File: src/design/gdf_pkg.sv
// Shared types and constants for the grid decomposition factorizer.
package gdf_pkg;

    localparam int COUNT_WIDTH  = 16;
    localparam int MAX_FACTORS  = 16;
    localparam int IDX_WIDTH    = $clog2(MAX_FACTORS);
    localparam int LEN_WIDTH    = $clog2(MAX_FACTORS + 1);
    localparam int PART_WIDTH   = 16;

    typedef enum logic [3:0] {
        ST_IDLE,
        ST_DIV_START,
        ST_DIV_WAIT,
        ST_DIV_CHECK,
        ST_TAIL,
        ST_SORT,
        ST_MERGE,
        ST_ASSIGN,
        ST_OUT
    } state_t;

    typedef struct packed {
        logic load;
        logic div_start;
        logic div_accept;
        logic div_next;
        logic push_tail;
        logic sort_step;
        logic sort_reset;
        logic merge;
        logic assign_dims;
        logic out_valid;
    } cmd_t;

    typedef struct packed {
        logic div_busy;
        logic divides;
        logic trial_done;
        logic tail_needed;
        logic sort_done;
        logic need_merge;
    } status_t;

endpackage

File: src/design/gdf_datapath.sv
// Datapath: remainder divider, factor list, insertion sort and merge.
module gdf_datapath (
    input  logic                                 clk,
    input  logic                                 rst_n,
    input  gdf_pkg::cmd_t                        cmd,
    output gdf_pkg::status_t                     status,
    input  logic [gdf_pkg::COUNT_WIDTH-1:0]      count_in,
    input  logic [2:0]                           mask_in,
    output logic [3*gdf_pkg::PART_WIDTH-1:0]     parts
);
    localparam int CW = gdf_pkg::COUNT_WIDTH;
    localparam int DCW = $clog2(CW + 1);

    logic [CW-1:0] n_reg, n_next;
    logic [CW-1:0] div_reg, div_next;
    logic [2:0]    mask_reg;
    logic [CW-1:0] list_reg [gdf_pkg::MAX_FACTORS];
    logic [gdf_pkg::LEN_WIDTH-1:0] len_reg, head_reg, pos_reg;
    logic [gdf_pkg::LEN_WIDTH-1:0] len_next, head_next, pos_next;
    logic [3*gdf_pkg::PART_WIDTH-1:0] parts_reg, parts_next;

    // restoring divider, one quotient bit per cycle
    logic [CW-1:0]  rem_reg, quo_reg;
    logic [CW-1:0]  dvd_reg;
    logic [DCW-1:0] cnt_reg;
    logic           busy_reg;
    logic [CW:0]    trial;

    logic [1:0]  dims;
    logic [2*CW-1:0] sq;
    logic [CW-1:0]   push_val;
    logic            push_en;

    assign dims = 2'(mask_reg[0]) + 2'(mask_reg[1]) + 2'(mask_reg[2]);
    assign sq   = div_reg * div_reg;
    assign trial = {rem_reg, dvd_reg[CW-1]} - {1'b0, div_reg};

    logic [gdf_pkg::LEN_WIDTH-1:0] live;
    assign live = len_reg - head_reg;

    logic [gdf_pkg::IDX_WIDTH-1:0] pi, pim1;
    assign pi   = pos_reg[gdf_pkg::IDX_WIDTH-1:0];
    assign pim1 = pi - 1'b1;

    assign status.div_busy    = busy_reg;
    assign status.divides     = (rem_reg == '0);
    assign status.trial_done  = (sq > (2*CW)'(n_reg));
    assign status.tail_needed = (n_reg > CW'(1));
    assign status.sort_done   = (pos_reg >= len_reg);
    assign status.need_merge  = (dims != 2'd0) && (live > gdf_pkg::LEN_WIDTH'(dims));

    always_ff @(posedge clk or negedge rst_n)
    begin
        if (!rst_n)
        begin
            busy_reg <= 1'b0;
            cnt_reg  <= '0;
            rem_reg  <= '0;
            quo_reg  <= '0;
            dvd_reg  <= '0;
        end
        else if (cmd.div_start)
        begin
            busy_reg <= 1'b1;
            cnt_reg  <= DCW'(CW);
            rem_reg  <= '0;
            quo_reg  <= '0;
            dvd_reg  <= n_reg;
        end
        else if (busy_reg)
        begin
            if (!trial[CW])
            begin
                rem_reg <= trial[CW-1:0];
                quo_reg <= {quo_reg[CW-2:0], 1'b1};
            end
            else
            begin
                rem_reg <= {rem_reg[CW-2:0], dvd_reg[CW-1]};
                quo_reg <= {quo_reg[CW-2:0], 1'b0};
            end
            dvd_reg <= {dvd_reg[CW-2:0], 1'b0};
            cnt_reg <= cnt_reg - 1'b1;
            if (cnt_reg == DCW'(1))
                busy_reg <= 1'b0;
        end
    end

    always_comb
    begin
        n_next    = n_reg;
        div_next  = div_reg;
        len_next  = len_reg;
        head_next = head_reg;
        pos_next  = pos_reg;
        push_en   = 1'b0;
        push_val  = div_reg;
        if (cmd.load)
        begin
            n_next    = (count_in == '0) ? CW'(1) : count_in;
            div_next  = CW'(2);
            len_next  = '0;
            head_next = '0;
        end
        if (cmd.div_accept)
        begin
            n_next  = quo_reg;
            push_en = 1'b1;
        end
        if (cmd.div_next)
            div_next = (div_reg == CW'(2)) ? CW'(3) : div_reg + CW'(2);
        if (cmd.push_tail)
        begin
            push_en  = 1'b1;
            push_val = n_reg;
        end
        if (push_en && len_reg < gdf_pkg::LEN_WIDTH'(gdf_pkg::MAX_FACTORS))
            len_next = len_reg + 1'b1;
        if (cmd.sort_reset)
            pos_next = head_reg + 1'b1;
        if (cmd.sort_step)
        begin
            if (pos_reg > head_reg && list_reg[pim1] > list_reg[pi])
                pos_next = pos_reg - 1'b1;
            else
                pos_next = pos_reg + 1'b1;
        end
        if (cmd.merge)
            head_next = head_reg + 1'b1;
    end

    always_ff @(posedge clk or negedge rst_n)
    begin
        if (!rst_n)
        begin
            len_reg  <= '0;
            head_reg <= '0;
            pos_reg  <= '0;
        end
        else
        begin
            len_reg  <= len_next;
            head_reg <= head_next;
            pos_reg  <= pos_next;
        end
    end

    logic [gdf_pkg::IDX_WIDTH-1:0] hi;
    assign hi = head_reg[gdf_pkg::IDX_WIDTH-1:0];

    // hand out remaining factors in list order to the selected dimensions
    always_comb
    begin
        logic [gdf_pkg::LEN_WIDTH-1:0] h;
        h = head_reg;
        parts_next = '0;
        for (int d = 0; d < 3; d++)
        begin
            if (h < len_reg && mask_reg[d])
            begin
                parts_next[d*gdf_pkg::PART_WIDTH +: gdf_pkg::PART_WIDTH] =
                    gdf_pkg::PART_WIDTH'(list_reg[h[gdf_pkg::IDX_WIDTH-1:0]]);
                h = h + 1'b1;
            end
            else
                parts_next[d*gdf_pkg::PART_WIDTH +: gdf_pkg::PART_WIDTH] =
                    gdf_pkg::PART_WIDTH'(1);
        end
    end

    always_ff @(posedge clk)
    begin
        n_reg   <= n_next;
        div_reg <= div_next;
        if (cmd.load)
            mask_reg <= mask_in;
        if (push_en)
        begin
            if (len_reg < gdf_pkg::LEN_WIDTH'(gdf_pkg::MAX_FACTORS))
                list_reg[len_reg[gdf_pkg::IDX_WIDTH-1:0]] <= push_val;
            else
                list_reg[gdf_pkg::MAX_FACTORS-1] <=
                    CW'(list_reg[gdf_pkg::MAX_FACTORS-1] * push_val);
        end
        // at most one insertion-sort exchange per cycle, on a sort step
        if (cmd.sort_step && pos_reg > head_reg && list_reg[pim1] > list_reg[pi])
        begin
            list_reg[pim1] <= list_reg[pi];
            list_reg[pi]   <= list_reg[pim1];
        end
        if (cmd.merge)
            list_reg[hi + 1'b1] <= CW'(list_reg[hi + 1'b1] * list_reg[hi]);
        if (cmd.assign_dims)
            parts_reg <= parts_next;
    end

    assign parts = parts_reg;

    logic unused_ok;
    assign unused_ok = cmd.out_valid;

    assert property (@(posedge clk) disable iff (!rst_n)
        cmd.div_start |=> busy_reg) else $error("divider did not start");
    assert property (@(posedge clk) disable iff (!rst_n)
        head_reg <= len_reg || len_reg == '0) else $error("head past list end");
    assert property (@(posedge clk) disable iff (!rst_n)
        cmd.merge |-> !busy_reg) else $error("merge while dividing");
endmodule

File: src/design/gdf_ctrl.sv
// Controller state machine sequencing trial division, sort and merge.
module gdf_ctrl (
    input  logic              clk,
    input  logic              rst_n,
    input  logic              in_fire,
    input  logic              out_fire,
    input  gdf_pkg::status_t  status,
    output gdf_pkg::cmd_t     cmd,
    output logic              idle
);
    gdf_pkg::state_t state_reg, state_next;

    always_ff @(posedge clk or negedge rst_n)
    begin
        if (!rst_n)
            state_reg <= gdf_pkg::ST_IDLE;
        else
            state_reg <= state_next;
    end

    always_comb
    begin
        state_next = state_reg;
        case (state_reg)
            gdf_pkg::ST_IDLE:      if (in_fire) state_next = gdf_pkg::ST_DIV_START;
            gdf_pkg::ST_DIV_START:
            begin
                if (status.trial_done)
                    state_next = gdf_pkg::ST_TAIL;
                else
                    state_next = gdf_pkg::ST_DIV_WAIT;
            end
            gdf_pkg::ST_DIV_WAIT:  if (!status.div_busy) state_next = gdf_pkg::ST_DIV_CHECK;
            gdf_pkg::ST_DIV_CHECK: state_next = gdf_pkg::ST_DIV_START;
            gdf_pkg::ST_TAIL:      state_next = gdf_pkg::ST_SORT;
            gdf_pkg::ST_SORT:
            begin
                if (!status.need_merge)
                    state_next = gdf_pkg::ST_ASSIGN;
                else if (status.sort_done)
                    state_next = gdf_pkg::ST_MERGE;
            end
            gdf_pkg::ST_MERGE:     state_next = gdf_pkg::ST_SORT;
            gdf_pkg::ST_ASSIGN:    state_next = gdf_pkg::ST_OUT;
            gdf_pkg::ST_OUT:       if (out_fire) state_next = gdf_pkg::ST_IDLE;
            default:               state_next = gdf_pkg::ST_IDLE;
        endcase
    end

    always_comb
    begin
        cmd = '0;
        case (state_reg)
            gdf_pkg::ST_IDLE:      cmd.load = in_fire;
            gdf_pkg::ST_DIV_START: cmd.div_start = !status.trial_done;
            gdf_pkg::ST_DIV_CHECK:
            begin
                cmd.div_accept = status.divides;
                cmd.div_next   = !status.divides;
            end
            gdf_pkg::ST_TAIL:
            begin
                cmd.push_tail  = status.tail_needed;
                cmd.sort_reset = 1'b1;
            end
            gdf_pkg::ST_SORT:      cmd.sort_step = status.need_merge && !status.sort_done;
            gdf_pkg::ST_MERGE:
            begin
                cmd.merge      = 1'b1;
                cmd.sort_reset = 1'b1;
            end
            gdf_pkg::ST_ASSIGN:    cmd.assign_dims = 1'b1;
            gdf_pkg::ST_OUT:       cmd.out_valid = 1'b1;
            default:               cmd = '0;
        endcase
    end

    assign idle = (state_reg == gdf_pkg::ST_IDLE);

    assert property (@(posedge clk) disable iff (!rst_n)
        in_fire |=> state_reg == gdf_pkg::ST_DIV_START) else $error("accept not taken");
    assert property (@(posedge clk) disable iff (!rst_n)
        out_fire |=> idle) else $error("no return to idle");
    assert property (@(posedge clk) disable iff (!rst_n)
        $onehot0({cmd.merge, cmd.sort_step, cmd.div_start, cmd.load}))
        else $error("conflicting commands");
endmodule

File: src/design/grid_decomposition_factorizer.sv
// Top level of the grid decomposition factorizer.
// channel | dir | tdata fields (low bit up)
// s_axis  | in  | subdomain_count[15:0], subdivide_mask[18:16], zero pad to 24
// m_axis  | out | parts_x[15:0], parts_y[31:16], parts_z[47:32]
// One transaction at a time; each divisor trial runs a 16-bit bit-serial restoring divider,
// then the factor list is sorted and merged to fit the mask. rst_n clears control state
// asynchronously. A result holds in m_axis_tdata until taken; s_axis_tready is high
// only while idle.
module grid_decomposition_factorizer (
    input  logic        clk,
    input  logic        rst_n,
    input  logic        s_axis_tvalid,
    output logic        s_axis_tready,
    input  logic [23:0] s_axis_tdata,   // subdomain_count, subdivide_mask
    output logic        m_axis_tvalid,
    input  logic        m_axis_tready,
    output logic [47:0] m_axis_tdata    // parts_x, parts_y, parts_z
);
    gdf_pkg::cmd_t    cmd;
    gdf_pkg::status_t status;
    logic idle;
    logic in_fire, out_fire;

    assign s_axis_tready = idle;
    assign in_fire  = s_axis_tvalid && s_axis_tready;
    assign m_axis_tvalid = cmd.out_valid;
    assign out_fire = m_axis_tvalid && m_axis_tready;

    gdf_ctrl u_ctrl (
        .clk      (clk),
        .rst_n    (rst_n),
        .in_fire  (in_fire),
        .out_fire (out_fire),
        .status   (status),
        .cmd      (cmd),
        .idle     (idle)
    );

    logic unused_pad;
    assign unused_pad = ^s_axis_tdata[23:19];

    gdf_datapath u_dp (
        .clk      (clk),
        .rst_n    (rst_n),
        .cmd      (cmd),
        .status   (status),
        .count_in (s_axis_tdata[gdf_pkg::COUNT_WIDTH-1:0]),
        .mask_in  (s_axis_tdata[18:16]),
        .parts    (m_axis_tdata)
    );
endmodule

File: config.mk
export PLATFORM = sky130hd
export DESIGN_NAME = grid_decomposition_factorizer
export DESIGN_NICKNAME = d
export VERILOG_FILES = /design/src/design/gdf_pkg.sv /design/src/design/gdf_datapath.sv /design/src/design/gdf_ctrl.sv /design/src/design/grid_decomposition_factorizer.sv
export SDC_FILE = /design/constraint.sdc
export NUM_CORES = 2
export LEC_CHECK = 0
export BUFFER_PORTS_ARGS = -buffer_cell sky130_fd_sc_hd__buf_2
export CAP_MARGIN = 10
export CORE_AREA = 2 2 290 292
export CTS_CLUSTER_DIAMETER = 120
export DETAILED_ROUTE_END_ITERATION = 16
export DIE_AREA = 0 0 292 294
export PLACE_DENSITY_LB_ADDON = 0.1
export REMOVE_ABC_BUFFERS = 1
export SYNTH_ARGS = -nofsm -noshare
export SYNTH_HDL_FRONTEND = slang
export SYNTH_SLANG_ARGS = --single-unit
export TNS_END_PERCENT = 100
File: constraint.sdc
create_clock -name clk -period 9.7 [get_ports clk]
set_input_delay 2.91 -clock clk [delete_from_list [all_inputs] [get_ports clk]]
set_output_delay 2.91 -clock clk [all_outputs]
set_load 0.005 [all_outputs]
==> summary.txt <==
STA
  • Slew @ Worst Pin: 1262 ps
  • RSZ-0062 raised after global routing: no
  • Final TNS setup: 0 ps
  • Final period utilization: 0.9174
  • Min cycle time layout: 8898 ps
  • Clock Skew: 59.77 ps
  • Final setup vio count: 0
  • Hold Fails Final Rpt: 0
  • Achievable Freq: 0.1124 GHz
  • Slew Limit Fails: 0
  • Slew margin rel.: 0.1560

CTS
  • H-tree depth: 2
  • Post-CTS sizing: 0
  • # clock sinks: 412
  • TritonCTS Buffers: 51
  • Root Driver: clkbuf_16
  • Post-CTS setup repair buffer count: 0
  • # hold bufs at CTS: 0
  • Worst-Skew Late Latency: 670 ps
  • CTS max path bufs: 3
  • Clock Pin Slew Worst Setup and Hold Paths: 60 ps
  • CTS tree: built

Logic synthesis
  • Post-synth EDFFs: 339
  • Primary FF master, synth: edfxtp_1
  • Synth top cells by count: inv_1 (517), mux2i_1 (412), nand2_1 (400), mux4_2 (384), edfxtp_1 (339)
  • Asr flop ratio synth: 0.1772
  • Count leader, synth: inv_1
  • Leading area contributor after synthesis: edfxtp_1
  • Netlist cell types: 87
  • Mean Syn Cell Area: 11.21 µm²
  • Synth Register Bits: 412
  • Cells after Synth: 4250
  • Top post-synthesis cells by area: edfxtp_1 (21%), mux4_2 (18%), fa_1 (14%)
  • Area share of the largest cell type after synthesis: 0.2136
  • Netlist Area Pre-Place: 0.04765 mm²
  • Seq/Total Area, Yosys: 0.2520
  • Synthesis Warnings: 0

Detailed routing
  • DRC viols: 0
  • Drt initial violations: 4446
  • Drt pass-1 iters: 6
  • DR vias: 36030
  • Via density: 6.737
  • Routed len/inst: 28.87 µm
  • Wirelength, routed: 154.4 mm
  • Post-detailed-route count of antenna-violating nets: 0

Setup path
  • Crit path to: u_dp.dvd_reg[9]$_DFFE_PN0P_
  • Crit. Startpoint: u_dp.div_reg[3]$_SDFFCE_PP0P_
  • R2r setup slk: 800 ps
  • Max FO, Critical Path: 17
  • Crit path arrival time: 9440 ps
  • Most numerous cell on the critical path: inv_1
  • CP endpoint kind: register
  • Slowest stage cell, crit path: edfxtp_1
  • RR Endpoint: u_dp.dvd_reg[9]$_DFFE_PN0P_
  • Reg2reg start: u_dp.div_reg[3]$_SDFFCE_PP0P_
  • R2R depth: 33
  • Req. time, crit path: 10240 ps
  • Critical path class: register to register
  • Crit path launch type: register
  • CP max stage delay: 580 ps

Global routing
  • Total Routing Usage GR: 0.3648
  • Initial antenna violation count: 5
  • First-pass GRT wire length: 231.0 mm
  • Vias in the first global route: 35730
  • Gr ovfl total: 0
  • Pin count of the biggest net entering global routing: 122

Die
  • Site row count: 106
  • Die area: 0.08585 mm²
  • Die Height: 294 µm
  • Initial Utilization: 0.5749
  • Boundary Pins: 78
  • Die width: 292 µm
  • Placeable Area: 0.08289 mm²

Layout
  • Synth-to-layout area growth: 7.845%
  • Area of the multi-input gates: 0.03284 mm²
  • FILL cells: 6775
  • Reg area: 0.01202 mm²
  • Max reg flops: 256
  • Finished layout cell area: 0.05139 mm²
  • Nets: 4870
  • Layout cells sized above 1: 0.1873

Placed design
  • Dpl hpwl: 107.4 mm
  • # port buffers: 72
  • Placed cell area: 0.04969 mm²
  • Routability congestion estimate: 0.9544

Run
  • Max_cap viols: 0

Run status
  • Outcome: completed

Hold path
  • Hold Path Class: register to register
## cell usage in the layout (no fill, tap or decap), types with 19 or more instances in the layout
| cell | count |
|---|---|
| xor2_1 | 27 |
| dfrtp_1 | 66 |
| o21ai_1 | 24 |
| and2_1 | 94 |
| clkinv_1 | 19 |
| xnor2_1 | 104 |
| clkbuf_16 | 51 |
| a211oi_1 | 65 |
| nand3_1 | 44 |
| ha_1 | 286 |
| edfxtp_1 | 339 |
| mux2_2 | 38 |
| a21oi_1 | 92 |
| o22ai_1 | 22 |
| a221oi_1 | 34 |
| o21ai_0 | 76 |
| nand2b_1 | 23 |
| nand2_1 | 400 |
| mux4_2 | 384 |
| inv_1 | 517 |
| nor2b_1 | 61 |
| buf_4 | 141 |
| a21o_1 | 42 |
| fa_1 | 326 |
| nor2_1 | 182 |
| buf_2 | 71 |
| nor3_1 | 27 |
| nand4_1 | 19 |
| mux2i_1 | 410 |
## how the worst min path moves through the flow
stage                                      start                           end  cells past startpoint
finish               u_dp.cnt_reg[4]$_DFFE_PN0P_   u_dp.cnt_reg[4]$_DFFE_PN0P_                      2
floorplan           u_dp.quo_reg[15]$_DFFE_PN0P_  u_dp.quo_reg[15]$_DFFE_PN0P_                      2
detailed placement   u_dp.cnt_reg[4]$_DFFE_PN0P_   u_dp.cnt_reg[4]$_DFFE_PN0P_                      2
CTS                  u_dp.cnt_reg[4]$_DFFE_PN0P_   u_dp.cnt_reg[4]$_DFFE_PN0P_                      2
global route         u_dp.cnt_reg[4]$_DFFE_PN0P_   u_dp.cnt_reg[4]$_DFFE_PN0P_                      2
global placement    u_dp.quo_reg[15]$_DFFE_PN0P_  u_dp.quo_reg[15]$_DFFE_PN0P_                      2
## cells by family (layout without fill, tap and decap cells)
group	count (synthesis)	after routing	synth area share
AOI/OAI and AO/OA	494	494	0.06911
xor gates and xnor gates	147	147	0.02891
adders and majority gates	614	614	0.2126
buffers and inverters	818	835	0.06882
DFF	412	412	0.2520
muxes	835	835	0.2775
other	0	1	0
and+or+nand+nor	930	930	0.09116
## metal layers
| layer | up-vias | global-route usage | share of wire |
|---|---|---|---|
| li1 | 15230 | - | - |
| met1 | 17980 | 0.4794 | 0.37 |
| met2 | 2284 | 0.5729 | 0.46 |
| met3 | 533 | 0.07372 | 0.11 |
| met4 | 2 | 0.1980 | 0.066 |
| met5 | - | 0 | 0.000065 |
## metrics by stage
| step | hold WS (ps) | cells | utilization | setup slack [ps] |
|---|---|---|---|---|
| after floorplan | 480.4 | 3959 | - | -9812 |
| after global placement | 509.5 | 5255 | 0.5994 | 881.2 |
| after detailed placement | 517.0 | 5255 | 0.5994 | 893.6 |
| after CTS | 536.1 | 5347 | 0.6200 | 825.7 |
| after global routing | 556.0 | 5347 | 0.6200 | 294.6 |
| final | 523.0 | 5348 | 0.6200 | 801.7 |
## critical path, delay by kind of cell, from the launching register on
family / cells / cell delay [ps]
simple gates: 7 / 1780
xor+xnor: 1 / 80
fa+ha+maj: 8 / 3510
flops: 1 / 580
buf+inv: 11 / 1640
mux: 1 / 190
compound gates: 5 / 950
## layout make-up
cell class | count | share of cell area
Sequential cell | 412 | 0.2339
Antenna cell | 1 | 0.00004869
Tap cell | 1080 | 0.02629
Multi-Input combinational cell | 3020 | 0.6390
Clock inverter | 27 | 0.007085
Clock buffer | 65 | 0.02605
Inverter | 527 | 0.03849
Timing Repair Buffer | 216 | 0.02907
Power is left out: the tool's default activity adds up to more than one toggle a clock period on the data nets, which glitch-free logic cannot reach.
